--- src/rtl/msfr_pkg.sv ---
package msfr_pkg;

  localparam int unsigned MaxFrameBytes = 256;
  // header, version, command, two length bytes and checksum around the payload
  localparam int unsigned FrameOverhead = 7;

  localparam logic [7:0]  HdrByte0 = 8'h55;
  localparam logic [7:0]  HdrByte1 = 8'hAA;
  localparam logic [7:0]  HdrSum   = HdrByte0 + HdrByte1;
  localparam logic [23:0] TickMax  = 24'hFF_FFFF;

  localparam logic [31:0] SetpointRst = 32'd22;
  localparam logic [31:0] MeasuredRst = 32'd20;
  localparam logic [7:0]  ModeRst     = 8'd0;

  typedef enum logic [3:0] {
    PH_H0,
    PH_H1,
    PH_VER,
    PH_CMD,
    PH_LH,
    PH_LL,
    PH_DID,
    PH_DTYPE,
    PH_DLH,
    PH_DLL,
    PH_DVAL,
    PH_SKIP,
    PH_CSUM
  } phase_e;

  typedef enum logic [1:0] {
    ST_APPLIED,
    ST_OTHER_CMD,
    ST_BAD_SUM,
    ST_TOO_LONG
  } status_e;

  typedef enum logic [2:0] {
    CFG_POWER_ID,
    CFG_SETPOINT_ID,
    CFG_MEASURED_ID,
    CFG_MODE_ID,
    CFG_DISPLAY_ID,
    CFG_REPORT_CMD,
    CFG_WINDOW,
    CFG_LIMIT
  } cfg_idx_e;

  typedef struct packed {
    logic [7:0]  power_id;
    logic [7:0]  setpoint_id;
    logic [7:0]  measured_id;
    logic [7:0]  mode_id;
    logic [7:0]  display_id;
    logic [7:0]  report_cmd;
    logic [23:0] window;
    logic [7:0]  limit;
  } cfg_t;

  // events from the parser toward the state keeper
  typedef struct packed {
    logic        start;
    logic        apply;
    logic [7:0]  point_id;
    logic [31:0] point_val;
    logic        done;
    status_e     status;
    logic        commit;
  } ev_t;

  typedef struct packed {
    logic        valid;
    status_e     status;
    logic        power;
    logic [31:0] setpoint;
    logic [31:0] measured;
    logic [7:0]  mode;
    logic        display;
    logic        changed;
    logic        rst_req;
  } res_t;

endpackage

--- src/rtl/msfr_parser.sv ---
module msfr_parser (
  input  logic              clk_i,
  input  logic              rst_ni,
  input  logic              byte_acc_i,
  input  logic [7:0]        rx_byte_i,
  input  msfr_pkg::cfg_t    cfg_i,
  output msfr_pkg::ev_t     ev_o
);
  import msfr_pkg::*;

  phase_e      phase_q, phase_d;
  logic [15:0] cnt_q, cnt_d;
  logic [15:0] len_q, len_d;
  logic [7:0]  sum_q, sum_d;
  logic [7:0]  cmd_q, cmd_d;
  logic [7:0]  pid_q, pid_d;
  logic [15:0] plen_q, plen_d;
  logic [15:0] pidx_q, pidx_d;
  logic [31:0] acc_q, acc_d;

  logic [15:0] cnt_inc, remaining, len_full, plen_full, pidx_inc;
  logic [31:0] acc_shift;
  logic        pt_last, is_report, too_long, pt_cut;

  assign cnt_inc   = cnt_q + 16'd1;
  assign remaining = len_q - cnt_inc;
  assign len_full  = {len_q[15:8], rx_byte_i};
  assign plen_full = {plen_q[15:8], rx_byte_i};
  assign pidx_inc  = pidx_q + 16'd1;
  assign acc_shift = {acc_q[23:0], rx_byte_i};
  assign pt_last   = (pidx_inc == plen_q);
  assign pt_cut    = (plen_full > remaining);
  assign is_report = (cmd_q == cfg_i.report_cmd);
  assign too_long  = ({1'b0, len_full} + 17'(FrameOverhead)) > 17'(MaxFrameBytes);

  always_comb begin
    phase_d = phase_q;
    if (byte_acc_i) begin
      case (phase_q)
        PH_H0: begin
          if (rx_byte_i == HdrByte0) phase_d = PH_H1;
        end
        PH_H1: begin
          if (rx_byte_i == HdrByte1) phase_d = PH_VER;
          else if (rx_byte_i != HdrByte0) phase_d = PH_H0;
        end
        PH_CSUM: phase_d = PH_H0;
        PH_VER:  phase_d = PH_CMD;
        PH_CMD:  phase_d = PH_LH;
        PH_LH:   phase_d = PH_LL;
        PH_LL: begin
          if (too_long) phase_d = PH_H0;
          else if (len_full == 16'd0) phase_d = PH_CSUM;
          else if (is_report) phase_d = PH_DID;
          else phase_d = PH_SKIP;
        end
        default: begin
          case (phase_q)
            PH_DID:   phase_d = PH_DTYPE;
            PH_DTYPE: phase_d = PH_DLH;
            PH_DLH:   phase_d = PH_DLL;
            PH_DLL: begin
              if (pt_cut) phase_d = PH_SKIP;
              else if (plen_full == 16'd0) phase_d = PH_DID;
              else phase_d = PH_DVAL;
            end
            PH_DVAL: begin
              if (pt_last) phase_d = PH_DID;
            end
            default: phase_d = phase_q;
          endcase
          if (cnt_inc == len_q) phase_d = PH_CSUM;
        end
      endcase
    end
  end

  always_comb begin
    cnt_d  = cnt_q;
    len_d  = len_q;
    sum_d  = sum_q;
    cmd_d  = cmd_q;
    pid_d  = pid_q;
    plen_d = plen_q;
    pidx_d = pidx_q;
    acc_d  = acc_q;
    ev_o   = '0;
    if (byte_acc_i) begin
      case (phase_q)
        PH_H0: ;
        PH_H1: begin
          if (rx_byte_i == HdrByte1) begin
            ev_o.start = 1'b1;
            sum_d      = HdrSum;
            cnt_d      = '0;
            len_d      = '0;
          end
        end
        PH_CSUM: begin
          ev_o.done = 1'b1;
          if (rx_byte_i != sum_q) begin
            ev_o.status = ST_BAD_SUM;
          end else if (!is_report) begin
            ev_o.status = ST_OTHER_CMD;
          end else begin
            ev_o.status = ST_APPLIED;
            ev_o.commit = 1'b1;
          end
        end
        default: begin
          sum_d = sum_q + rx_byte_i;
          case (phase_q)
            PH_VER: ;
            PH_CMD: cmd_d = rx_byte_i;
            PH_LH:  len_d = {rx_byte_i, 8'h00};
            PH_LL: begin
              len_d = len_full;
              cnt_d = '0;
              if (too_long) begin
                ev_o.done   = 1'b1;
                ev_o.status = ST_TOO_LONG;
              end
            end
            default: begin
              cnt_d = cnt_inc;
              case (phase_q)
                PH_DID: pid_d = rx_byte_i;
                PH_DLH: plen_d = {rx_byte_i, 8'h00};
                PH_DLL: begin
                  plen_d = plen_full;
                  if (!pt_cut) begin
                    if (plen_full == 16'd0) begin
                      ev_o.apply    = 1'b1;
                      ev_o.point_id = pid_q;
                    end else begin
                      pidx_d = '0;
                      acc_d  = '0;
                    end
                  end
                end
                PH_DVAL: begin
                  acc_d  = acc_shift;
                  pidx_d = pidx_inc;
                  if (pt_last) begin
                    ev_o.apply    = 1'b1;
                    ev_o.point_id = pid_q;
                    // only one- and four-byte values are taken as numbers
                    if (plen_q == 16'd1 || plen_q == 16'd4) ev_o.point_val = acc_shift;
                  end
                end
                default: ;
              endcase
            end
          endcase
        end
      endcase
    end
  end

  always_ff @(posedge clk_i or negedge rst_ni) begin
    if (!rst_ni) begin
      phase_q <= PH_H0;
      cnt_q   <= '0;
      len_q   <= '0;
      sum_q   <= '0;
      cmd_q   <= '0;
      pid_q   <= '0;
      plen_q  <= '0;
      pidx_q  <= '0;
      acc_q   <= '0;
    end else begin
      phase_q <= phase_d;
      cnt_q   <= cnt_d;
      len_q   <= len_d;
      sum_q   <= sum_d;
      cmd_q   <= cmd_d;
      pid_q   <= pid_d;
      plen_q  <= plen_d;
      pidx_q  <= pidx_d;
      acc_q   <= acc_d;
    end
  end

endmodule

--- src/rtl/msfr_state.sv ---
module msfr_state (
  input  logic              clk_i,
  input  logic              rst_ni,
  input  logic              tick_acc_i,
  input  msfr_pkg::ev_t     ev_i,
  input  msfr_pkg::cfg_t    cfg_i,
  output msfr_pkg::res_t    res_o
);
  import msfr_pkg::*;

  logic        sh_pow_q, sh_pow_d;
  logic [31:0] sh_set_q, sh_set_d;
  logic [31:0] sh_meas_q, sh_meas_d;
  logic [7:0]  sh_mode_q, sh_mode_d;
  logic        sh_disp_q, sh_disp_d;
  logic [7:0]  sh_tog_q, sh_tog_d;
  logic        sh_rflag_q, sh_rflag_d;
  logic        toggled_q, toggled_d;
  logic        sh_chg_q, sh_chg_d;
  logic        cm_pow_q, cm_pow_d;
  logic [31:0] cm_set_q, cm_set_d;
  logic [31:0] cm_meas_q, cm_meas_d;
  logic [7:0]  cm_mode_q, cm_mode_d;
  logic        cm_disp_q, cm_disp_d;
  logic [7:0]  cm_tog_q, cm_tog_d;
  logic [23:0] ticks_q, ticks_d;

  logic        new_pow, new_disp;
  logic [7:0]  tog_cnt;

  assign new_pow  = (ev_i.point_val == 32'd1);
  assign new_disp = (ev_i.point_val == 32'd0);
  // toggles inside the window or inside this frame keep counting
  assign tog_cnt  = (toggled_q || ticks_q < cfg_i.window) ? sh_tog_q + 8'd1 : 8'd1;

  always_comb begin
    sh_pow_d   = sh_pow_q;
    sh_set_d   = sh_set_q;
    sh_meas_d  = sh_meas_q;
    sh_mode_d  = sh_mode_q;
    sh_disp_d  = sh_disp_q;
    sh_tog_d   = sh_tog_q;
    sh_rflag_d = sh_rflag_q;
    toggled_d  = toggled_q;
    sh_chg_d   = sh_chg_q;
    cm_pow_d   = cm_pow_q;
    cm_set_d   = cm_set_q;
    cm_meas_d  = cm_meas_q;
    cm_mode_d  = cm_mode_q;
    cm_disp_d  = cm_disp_q;
    cm_tog_d   = cm_tog_q;
    ticks_d    = ticks_q;

    if (tick_acc_i && ticks_q != TickMax) ticks_d = ticks_q + 24'd1;

    if (ev_i.start) begin
      sh_pow_d   = cm_pow_q;
      sh_set_d   = cm_set_q;
      sh_meas_d  = cm_meas_q;
      sh_mode_d  = cm_mode_q;
      sh_disp_d  = cm_disp_q;
      sh_tog_d   = cm_tog_q;
      sh_rflag_d = 1'b0;
      toggled_d  = 1'b0;
      sh_chg_d   = 1'b0;
    end

    if (ev_i.apply) begin
      if (ev_i.point_id == cfg_i.power_id) begin
        if (new_pow != sh_pow_q) begin
          toggled_d = 1'b1;
          sh_pow_d  = new_pow;
          sh_chg_d  = 1'b1;
          if (tog_cnt >= cfg_i.limit) begin
            sh_rflag_d = 1'b1;
            sh_tog_d   = '0;
          end else begin
            sh_tog_d = tog_cnt;
          end
        end
      end else if (ev_i.point_id == cfg_i.setpoint_id) begin
        if (sh_set_q != ev_i.point_val) begin
          sh_set_d = ev_i.point_val;
          sh_chg_d = 1'b1;
        end
      end else if (ev_i.point_id == cfg_i.measured_id) begin
        if (sh_meas_q != ev_i.point_val) begin
          sh_meas_d = ev_i.point_val;
          sh_chg_d  = 1'b1;
        end
      end else if (ev_i.point_id == cfg_i.mode_id) begin
        // change test on the full value, only the low byte is kept
        if ({24'd0, sh_mode_q} != ev_i.point_val) begin
          sh_mode_d = ev_i.point_val[7:0];
          sh_chg_d  = 1'b1;
        end
      end else if (ev_i.point_id == cfg_i.display_id) begin
        if (sh_disp_q != new_disp) begin
          sh_disp_d = new_disp;
          sh_chg_d  = 1'b1;
        end
      end
    end

    if (ev_i.commit) begin
      cm_pow_d  = sh_pow_q;
      cm_set_d  = sh_set_q;
      cm_meas_d = sh_meas_q;
      cm_mode_d = sh_mode_q;
      cm_disp_d = sh_disp_q;
      cm_tog_d  = sh_tog_q;
      if (toggled_q) ticks_d = '0;
    end
  end

  always_comb begin
    res_o          = '0;
    res_o.valid    = ev_i.done;
    res_o.status   = ev_i.status;
    res_o.power    = cm_pow_d;
    res_o.setpoint = cm_set_d;
    res_o.measured = cm_meas_d;
    res_o.mode     = cm_mode_d;
    res_o.display  = cm_disp_d;
    res_o.changed  = ev_i.commit & sh_chg_q;
    res_o.rst_req  = ev_i.commit & sh_rflag_q;
  end

  always_ff @(posedge clk_i or negedge rst_ni) begin
    if (!rst_ni) begin
      sh_pow_q   <= 1'b0;
      sh_set_q   <= SetpointRst;
      sh_meas_q  <= MeasuredRst;
      sh_mode_q  <= ModeRst;
      sh_disp_q  <= 1'b1;
      sh_tog_q   <= '0;
      sh_rflag_q <= 1'b0;
      toggled_q  <= 1'b0;
      sh_chg_q   <= 1'b0;
      cm_pow_q   <= 1'b0;
      cm_set_q   <= SetpointRst;
      cm_meas_q  <= MeasuredRst;
      cm_mode_q  <= ModeRst;
      cm_disp_q  <= 1'b1;
      cm_tog_q   <= '0;
      ticks_q    <= '0;
    end else begin
      sh_pow_q   <= sh_pow_d;
      sh_set_q   <= sh_set_d;
      sh_meas_q  <= sh_meas_d;
      sh_mode_q  <= sh_mode_d;
      sh_disp_q  <= sh_disp_d;
      sh_tog_q   <= sh_tog_d;
      sh_rflag_q <= sh_rflag_d;
      toggled_q  <= toggled_d;
      sh_chg_q   <= sh_chg_d;
      cm_pow_q   <= cm_pow_d;
      cm_set_q   <= cm_set_d;
      cm_meas_q  <= cm_meas_d;
      cm_mode_q  <= cm_mode_d;
      cm_disp_q  <= cm_disp_d;
      cm_tog_q   <= cm_tog_d;
      ticks_q    <= ticks_d;
    end
  end

endmodule

--- src/rtl/msfr_out_skid.sv ---
module msfr_out_skid (
  input  logic              clk_i,
  input  logic              rst_ni,
  input  msfr_pkg::res_t    push_i,
  input  logic              out_stall_i,
  output msfr_pkg::res_t    out_o,
  output logic              full_o
);
  import msfr_pkg::*;

  res_t out_q, out_d;
  res_t skid_q, skid_d;
  logic pop;

  assign pop = out_q.valid && !out_stall_i;

  always_comb begin
    out_d  = out_q;
    skid_d = skid_q;
    if (!out_q.valid || pop) begin
      if (skid_q.valid) begin
        out_d  = skid_q;
        skid_d = push_i;
      end else begin
        out_d = push_i;
      end
    end else if (push_i.valid) begin
      // output beat held, park the new result
      skid_d = push_i;
    end
  end

  always_ff @(posedge clk_i or negedge rst_ni) begin
    if (!rst_ni) begin
      out_q  <= '0;
      skid_q <= '0;
    end else begin
      out_q  <= out_d;
      skid_q <= skid_d;
    end
  end

  assign out_o  = out_q;
  assign full_o = skid_q.valid;

endmodule

--- src/rtl/mcu_status_frame_receiver.sv ---
// channel   direction  handshake                  payload
// cfg       in         cfg_valid_i / cfg_ready_o  cfg_index_i, cfg_data_i
// in        in         in_valid_i / in_stall_o    req_type_i, rx_byte_i
// out       out        out_valid_o / out_stall_i  frame_status_o .. reset_request_o
//
// one item per cycle while in_stall_o is low: a byte or tick is consumed in the cycle it is accepted,
// and a frame result is registered in the output stage, or in the second stage behind an earlier result.
// a second output stage takes a result while the output beat is stalled;
// in_stall_o rises only when both output stages are full.
// reset puts the parser in header hunt and the heater state to its defaults.
module mcu_status_frame_receiver (
  input  logic               clk_i,
  input  logic               rst_ni,
  input  logic               cfg_valid_i,
  output logic               cfg_ready_o,
  input  logic [2:0]         cfg_index_i,
  input  logic [23:0]        cfg_data_i,
  input  logic               in_valid_i,
  output logic               in_stall_o,
  input  logic               req_type_i,
  input  logic [7:0]         rx_byte_i,
  output logic               out_valid_o,
  input  logic               out_stall_i,
  output logic [1:0]         frame_status_o,
  output logic               power_on_o,
  output logic signed [31:0] target_temp_o,
  output logic signed [31:0] current_temp_o,
  output logic [7:0]         heat_mode_o,
  output logic               display_on_o,
  output logic               state_changed_o,
  output logic               reset_request_o
);
  import msfr_pkg::*;

  cfg_t cfg_q, cfg_d;
  ev_t  ev;
  res_t res, out;
  logic in_acc, byte_acc, tick_acc, skid_full;

  assign cfg_ready_o = 1'b1;
  assign in_acc      = in_valid_i && !in_stall_o;
  assign byte_acc    = in_acc && !req_type_i;
  assign tick_acc    = in_acc && req_type_i;

  always_comb begin
    cfg_d = cfg_q;
    if (cfg_valid_i) begin
      case (cfg_idx_e'(cfg_index_i))
        CFG_POWER_ID:    cfg_d.power_id    = cfg_data_i[7:0];
        CFG_SETPOINT_ID: cfg_d.setpoint_id = cfg_data_i[7:0];
        CFG_MEASURED_ID: cfg_d.measured_id = cfg_data_i[7:0];
        CFG_MODE_ID:     cfg_d.mode_id     = cfg_data_i[7:0];
        CFG_DISPLAY_ID:  cfg_d.display_id  = cfg_data_i[7:0];
        CFG_REPORT_CMD:  cfg_d.report_cmd  = cfg_data_i[7:0];
        CFG_WINDOW:      cfg_d.window      = cfg_data_i;
        CFG_LIMIT:       cfg_d.limit       = cfg_data_i[7:0];
        default:         cfg_d = cfg_q;
      endcase
    end
  end

  always_ff @(posedge clk_i or negedge rst_ni) begin
    if (!rst_ni) begin
      cfg_q.power_id    <= 8'd1;
      cfg_q.setpoint_id <= 8'd2;
      cfg_q.measured_id <= 8'd3;
      cfg_q.mode_id     <= 8'd4;
      cfg_q.display_id  <= 8'd5;
      cfg_q.report_cmd  <= 8'h07;
      cfg_q.window      <= 24'd3000;
      cfg_q.limit       <= 8'd10;
    end else begin
      cfg_q <= cfg_d;
    end
  end

  msfr_parser u_parser (
    .clk_i      (clk_i),
    .rst_ni     (rst_ni),
    .byte_acc_i (byte_acc),
    .rx_byte_i  (rx_byte_i),
    .cfg_i      (cfg_q),
    .ev_o       (ev)
  );

  msfr_state u_state (
    .clk_i      (clk_i),
    .rst_ni     (rst_ni),
    .tick_acc_i (tick_acc),
    .ev_i       (ev),
    .cfg_i      (cfg_q),
    .res_o      (res)
  );

  msfr_out_skid u_skid (
    .clk_i       (clk_i),
    .rst_ni      (rst_ni),
    .push_i      (res),
    .out_stall_i (out_stall_i),
    .out_o       (out),
    .full_o      (skid_full)
  );

  assign in_stall_o      = skid_full;
  assign out_valid_o     = out.valid;
  assign frame_status_o  = out.status;
  assign power_on_o      = out.power;
  assign target_temp_o   = $signed(out.setpoint);
  assign current_temp_o  = $signed(out.measured);
  assign heat_mode_o     = out.mode;
  assign display_on_o    = out.display;
  assign state_changed_o = out.changed;
  assign reset_request_o = out.rst_req;

`ifndef SYNTHESIS
  a_skid_behind_out: assert property (@(posedge clk_i) disable iff (!rst_ni)
    skid_full |-> out_valid_o)
    else $error("skid stage holds a beat while output stage is empty");

  a_flags_only_applied: assert property (@(posedge clk_i) disable iff (!rst_ni)
    (out_valid_o && frame_status_o != ST_APPLIED) |-> (!state_changed_o && !reset_request_o))
    else $error("change or reset flag on a frame that was not applied");

  a_tick_no_result: assert property (@(posedge clk_i) disable iff (!rst_ni)
    tick_acc |-> !res.valid)
    else $error("tick produced a frame result");

  a_commit_is_applied: assert property (@(posedge clk_i) disable iff (!rst_ni)
    ev.commit |-> (ev.done && ev.status == ST_APPLIED))
    else $error("commit without an applied frame result");
`endif

endmodule

--- config.mk ---
export PLATFORM = sky130hd
export DESIGN_NAME = mcu_status_frame_receiver
export DESIGN_NICKNAME = d
export VERILOG_FILES = /design/src/rtl/msfr_pkg.sv /design/src/rtl/msfr_parser.sv /design/src/rtl/msfr_state.sv /design/src/rtl/msfr_out_skid.sv /design/src/rtl/mcu_status_frame_receiver.sv
export SDC_FILE = /design/constraint.sdc
export NUM_CORES = 1
export LEC_CHECK = 0
export BUFFER_PORTS_ARGS = -buffer_cell sky130_fd_sc_hd__buf_2
export CORE_ASPECT_RATIO = 1.2
export CORE_UTILIZATION = 45
export DETAILED_ROUTE_END_ITERATION = 16
export PLACE_DENSITY_LB_ADDON = 0.05
export SETUP_SLACK_MARGIN = 0.3
export SLEW_MARGIN = 25
export SYNTH_ARGS = -nofsm -noshare
export SYNTH_HDL_FRONTEND = slang
export SYNTH_SLANG_ARGS = --single-unit
--- constraint.sdc ---
create_clock -name clk_i -period 15.75 [get_ports clk_i]
set_input_delay 0.7875 -clock clk_i [delete_from_list [all_inputs] [get_ports clk_i]]
set_output_delay 0.7875 -clock clk_i [all_outputs]
set_load 0.01 [all_outputs]
# == Word level (Yosys, flattened, before mapping) ==
# Cells that the tools add are included.
# word_totals
wordCells,279
output_inout_bits,81
input_bits,41
reg_bits,545
# op_classes
n_reduce_logical,47
magnitude_cmp,4
bitwise,6
muxes,114
n_addsub,7
n_eq_ne,48
# ops
op,count
$mux 32,15
$mux 79,4
$pmux 16 s2,6
$mux 41,3
$mux 24,5
$mux 8,15
$ne 32x32->1,2
$eq 8x8->1,6
$mux 16,3
$pmux 24 s2,1
$mux 46,1
$mux 1,41
$mux 4,10
$add 16x1->16 const B,2
$eq 16x16->1,2
$eq 32x1->1 const B,1
$logic_not 16->1,2
$logic_not 32->1,1
$ne 8x32->1,1
$pmux 4 s7,1
$add 24x1->24 const B,1
$lt 24x24->1,1
$ne 24x24->1 const B,1
$pmux 4 s5,1
other kinds (49),100

# == Depth between registers and ports, before layout ==
# depth
word_depth,17
depth_mapped,30
ltp_nobuf,28

# == By module ==
# Synthesis repeated with hierarchy kept, for this count alone.
# hier_totals
cells_unflattened,2578
area_unflattened_um2,28089.4
# by_module_without_submodules
module,cells_each,instances,seq_area_each_um2,area_each_um2
msfr_state,974,1,4794.6,10654.0
msfr_parser,914,1,2902.8,7808.7
msfr_out_skid,509,1,3953.8,6532.5
mcu_status_frame_receiver,181,1,2025.7,3094.2

# == Least setup slack after synthesis ==
# Ideal clock, no wire load.
# synth_path
kind,register to register
from,register u_parser.cnt_q[0]
to,register u_state.sh_meas_q[2]
path_buffers,3
setup_slack_ns,10.447
stages_incl_launch_ff,29
setup_time_ns,0.075
period_less_slack_ns,5.303
required_ns,15.675
arrival_ns,5.228
cell_sequence,dfrtp_1 > ha_1 > inv_1 > ha_1 > nor2b_1 > o21ai_0 > a21oi_1 > o21ai_0 > a21boi_0 > o21ai_0 > a21o_1 > a21oi_1 > nand4_1 > nand4b_1 > a21oi_1 > xor2_1 > ha_1 > a211oi_1 > o2111ai_1 > o22ai_1 > and3_1 > buf_2 > or2_2 > a211oi_1 > or3b_1 > nor3b_1 > buf_2 > buf_6 > mux2i_1
# synth_via
elab_chain_len,13
elab_cells_between_ends,15
classes_between,add/sub (2); order compare (1); eq/ne (3); mux (9)
# synth_lines
item,line_no,text
start: declaration,msfr_parser.sv:12,"logic [15:0] cnt_q, cnt_d;"
start signal: assignment,msfr_parser.sv:173,cnt_q <= cnt_d;
$add 16x1->16 *,msfr_parser.sv:25,assign cnt_inc = cnt_q + 16'd1;
$sub 16x16->16 *,msfr_parser.sv:26,assign remaining = len_q - cnt_inc;
$gt 16x16->1 *,msfr_parser.sv:32,assign pt_cut = (plen_full > remaining);
$mux 9 *,msfr_parser.sv:131,if (!pt_cut) begin
$pmux 9 s2 *,msfr_parser.sv:126,case (phase_q)
$mux 41 *,msfr_parser.sv:112,case (phase_q)
$mux 41 *,msfr_parser.sv:89,case (phase_q)
$mux 46 *,msfr_parser.sv:88,if (byte_acc_i) begin
$eq 8x8->1,msfr_state.sv:86,end else if (ev_i.point_id == cfg_i.measured_id) begin
$mux 32,msfr_state.sv:86,
$mux 32,msfr_state.sv:81,end else if (ev_i.point_id == cfg_i.setpoint_id) begin
$mux 32,msfr_state.sv:69,if (ev_i.point_id == cfg_i.power_id) begin
$mux 32 *,msfr_state.sv:68,if (ev_i.apply) begin
via u_state.sh_meas_d[2],msfr_state.sv:13,"logic [31:0] sh_meas_q, sh_meas_d;"
end signal: assignment,msfr_state.sv:133,sh_meas_q <= MeasuredRst;
end signal: assignment,msfr_state.sv:150,sh_meas_q <= sh_meas_d;
end: declaration,msfr_state.sv:13,
# Mark *: on every way through the listed nets, which the timed path passes. The rest lies on a longest branch.
# A chain may end at the register's enable or synchronous reset.

# == Worst setup path in the final report ==
# layout_path
from,register u_parser.cnt_q[0]
to,register u_state.sh_meas_q[4]
# The elaborated chain is that of the path after synthesis.

==> metrics.csv <==
stage;metric;value;unit
outcome;status;finished clean;
worst_setup_path;cp_slowest_cell;and3_1;
clock_network;cts_root_buf;clkbuf_16;
power;p_comb_share;27.2;%
finish;syn_to_final_growth;10.89;%
synth;syn_area;0.02897;mm²
synth;synth_area_leaders;dfrtp_1 44%, mux2_2 10%, mux2i_1 5.7%;
die;die_h;279.9;µm
synth;synth_cell_types;80;
drt;antenna_left;0;
worst_setup_path;worstPathRequired;16.29;ns
synth;synth_warnings;0;
synth;synth_nets;2938;
synth;ys_ff_latch;545;
power;p_per_area;137.2;mW/mm²
global_routing;antenna_found_initial;0;
worst_setup_path;crit_fanout;32;
synth;synthTopCellsByCount;514 x dfrtp_1, 260 x mux2_2, 217 x nor2_1;
clock_network;tritoncts;done;
drt;drtIter0Drc;1225;
global_routing;grt_usage;24.11;%
worst_setup_path;crit_path_start_kind;register;
sta;setup_violations;0;
place;place.gp.congestion;0.8614;
clock_network;post_cts_buffers;0;
finish;utilization;50.64;%
sta;finalHoldViolations;0;
global_routing;grt.busiest_layer;met2;
worst_setup_path;ff2ff_setup_slack;8.80;ns
die;coreArea;0.06344;mm²
power;p_int;2906;µW
sta;worst_pin_slew;0.9602;ns
sta;period_share;44.10;%
sta;whs;0.1914;ns
sta;drv_slew;0;
sta;fin_tns_setup;0;ns
power;switching_power;1502;µW
finish;antenna_cells;0;
sta;maxClockFrequency;144.0;MHz
drt;drt_pass1_iterations;7;
place;dp.cells;3628;
synth;synth_top_cell_area_share;44.40;%
worst_setup_path;critPathMaxStageDelay;0.61;ns
synth;syn_avg_cell_area;10.27;µm²
finish;fillers;5845;
drt;vias_per_cell;5.689;
synth;synth_flop_cell;dfrtp_1;
synth;synth_most_common_cell;dfrtp_1;
synth;synthArstFlopShare;100.0;%
clock_network;cts_sinks;545;
synth;synth_edf_count;0;
global_routing;use_met3;2.942;%
power;seqPwrFrac;41.4;%
worst_setup_path;arrival;7.49;ns
global_routing;gr-usage-met1;31.10;%
drt;route.detailed.drc;0;
global_routing;grt.overflow.total;0;
synth;yosysTopAreaCell;dfrtp_1;
worst_setup_path;critPathKind;register to register;
drt;wl_per_cell;20.79;µm
die;floorplan.initialDensity;45.67;%
die;num_rows;101;
place;dp_hpwl;53330;µm
clock_network;clk_pin_slew_worst_paths;0.06;ns
place;portBuffers;120;
global_routing;grt_pass1_vias;21520;
global_routing;grt_start_max_net_pins;163;
clock_network;cts_max_path_buffers;3;
power;p_leak;0.01471;µW
finish;layout.cells.non_filler;3735;
clock_network;cts_resized;0;
clock_network;cts_buffers;58;
sta;fin_worst_skew;0.02192;ns
power;irDropWorstVdd;103.0;µV
clock_network;cts_hold_buf;0;
die;die-area;0.06540;mm²
power;switching_share;34.07;%
sta;relSlewSlack;35.83;%
clock_network;h-tree-depth;2;
worst_setup_path;cp_common_cell;a21oi_1;
clock_network;insertion_delay;0.64;ns
run;maxCapViolCount;0;
global_routing;grt_pass1_wl;123700;µm
worst_setup_path;crit_path_end_kind;register;
die;num_io_pins;122;
synth;seq_area_frac_synth;47.21;%
sta;min_period;6.946;ns
power;clkPwrFrac;31.4;%
global_routing;use_met2;42.00;%
min_path;hold_class;input pin to async pin;
worst_setup_path;rr_worst_depth;27;
die;fp.dieW;233.6;µm
drt;drt_wl_total;77670;µm
synth;netlist_instances;2822;
drt;vias;21250;
sta;rsz0062_at_grt;no;
finish;nNetsFinal;2980;
finish;drive_above_1_share;20.30;%
[worst paths after layout]
path                                               startpoint                        endpoint
worst min-delay path                                   rst_ni    u_state.ticks_q[9]$_DFF_PN0_
max in group asynchronous                              rst_ni   u_skid.skid_q[14]$_DFFE_PN0P_
worst max-delay path            u_parser.cnt_q[0]$_DFFE_PN0P_  u_state.sh_meas_q[4]$_DFF_PN1_
min in group clk_i                             cfg_data_i[12]           cfg_q[20]$_DFFE_PN0P_
worst min register to register   u_skid.out_o[77]$_DFFE_PN0N_    u_skid.out_o[77]$_DFFE_PN0N_
worst max register to register  u_parser.cnt_q[0]$_DFFE_PN0P_  u_state.sh_meas_q[4]$_DFF_PN1_
[worst max-delay path: cells and delay by family, from the launching register on]
kind,cells,cell delay [ns]
compound gates,13,2.68
xor+xnor,1,0.20
mux,1,0.27
simple gates,7,1.76
buf+inv,2,0.64
fa+ha+maj,3,0.85
flops,1,0.41
[power groups by stage]
stage / clock (µW) / combinational, µW / sequential [µW]
after floorplan: 0 / 909 / 1760
after global placement: 0 / 1180 / 1840
after detailed placement: 0 / 1200 / 1850
after CTS: 1420 / 1210 / 1820
after global routing: 1470 / 1360 / 1850
final: 1380 / 1200 / 1820
[placed cells by master (no fill, tap or decap), types with 33 or more instances in the layout]
cell type    n
xor2_1      66
dfrtp_1    513
a211oi_1    33
buf_2      119
nor2b_1     47
mux2i_1    166
a31oi_1     34
nand2_1    210
o21ai_0    165
ha_1        73
a21oi_1    184
nor3_1      43
nor2_1     216
clkbuf_16   58
nand3_1     87
mux2_2     260
inv_1       96
xnor2_1     88
[kinds of logic after synthesis]
logic type	share of synthesized area [%]
xor+xnor	4.712
compound gates	10.94
flops	47.21
mux	15.84
buf+inv	3.770
other cells	0.01294
simple gates	14.23
fa+ha+maj	3.291
[cell type report]
| class | instances | area (µm²) | share of cell area, % |
|---|---|---|---|
| flip-flops and latches | 545 | 13680 | 42.59 |
| clock buffers | 85 | 1683 | 5.239 |
| repair buffers | 150 | 859.6 | 2.676 |
| clock inverters | 22 | 231.5 | 0.7205 |
| inverters | 97 | 364.1 | 1.133 |
| well taps | 824 | 1031 | 3.209 |
| multi-input cells | 2012 | 14270 | 44.44 |
[layer usage]
metal	up-vias	share of wire, %
met1	10670	43
met4	0	2.7
li1	10070	-
met3	118	3.4
met2	392	50
met5	-	0
[through the flow]
step           worst slack (ns)  power (µW)  cell area (µm²)
6_report                  8.804        4407            32120
5_1_grt                   8.132        4686            32120
4_1_cts                   8.856        4454            32120
3_5_place_dp              8.941        3043            30200
3_3_place_gp              9.087        3016            30180
2_1_floorplan             10.45        2667            28970
[flip-flops by register name, indices dropped and copies added (netlist names), 4 cells and up]
signal,cells
u_state.cm_set_q,32
u_parser.len_q,16
u_state.sh_mode_q,8
u_state.cm_meas_q,32
u_state.cm_mode_q,8
u_skid.skid_q,78
u_parser.phase_q,4
u_parser.pid_q,8
u_state.ticks_q,24
u_state.sh_meas_q,32
u_parser.cmd_q,8
u_skid.out_o,79
u_parser.cnt_q,16
u_parser.acc_q,24
u_state.sh_set_q,32
u_state.sh_tog_q,8
u_parser.pidx_q,16
u_state.cm_tog_q,8
u_parser.plen_q,16
cfg_q,80
u_parser.sum_q,8
Power figures use the tool's default switching activity.
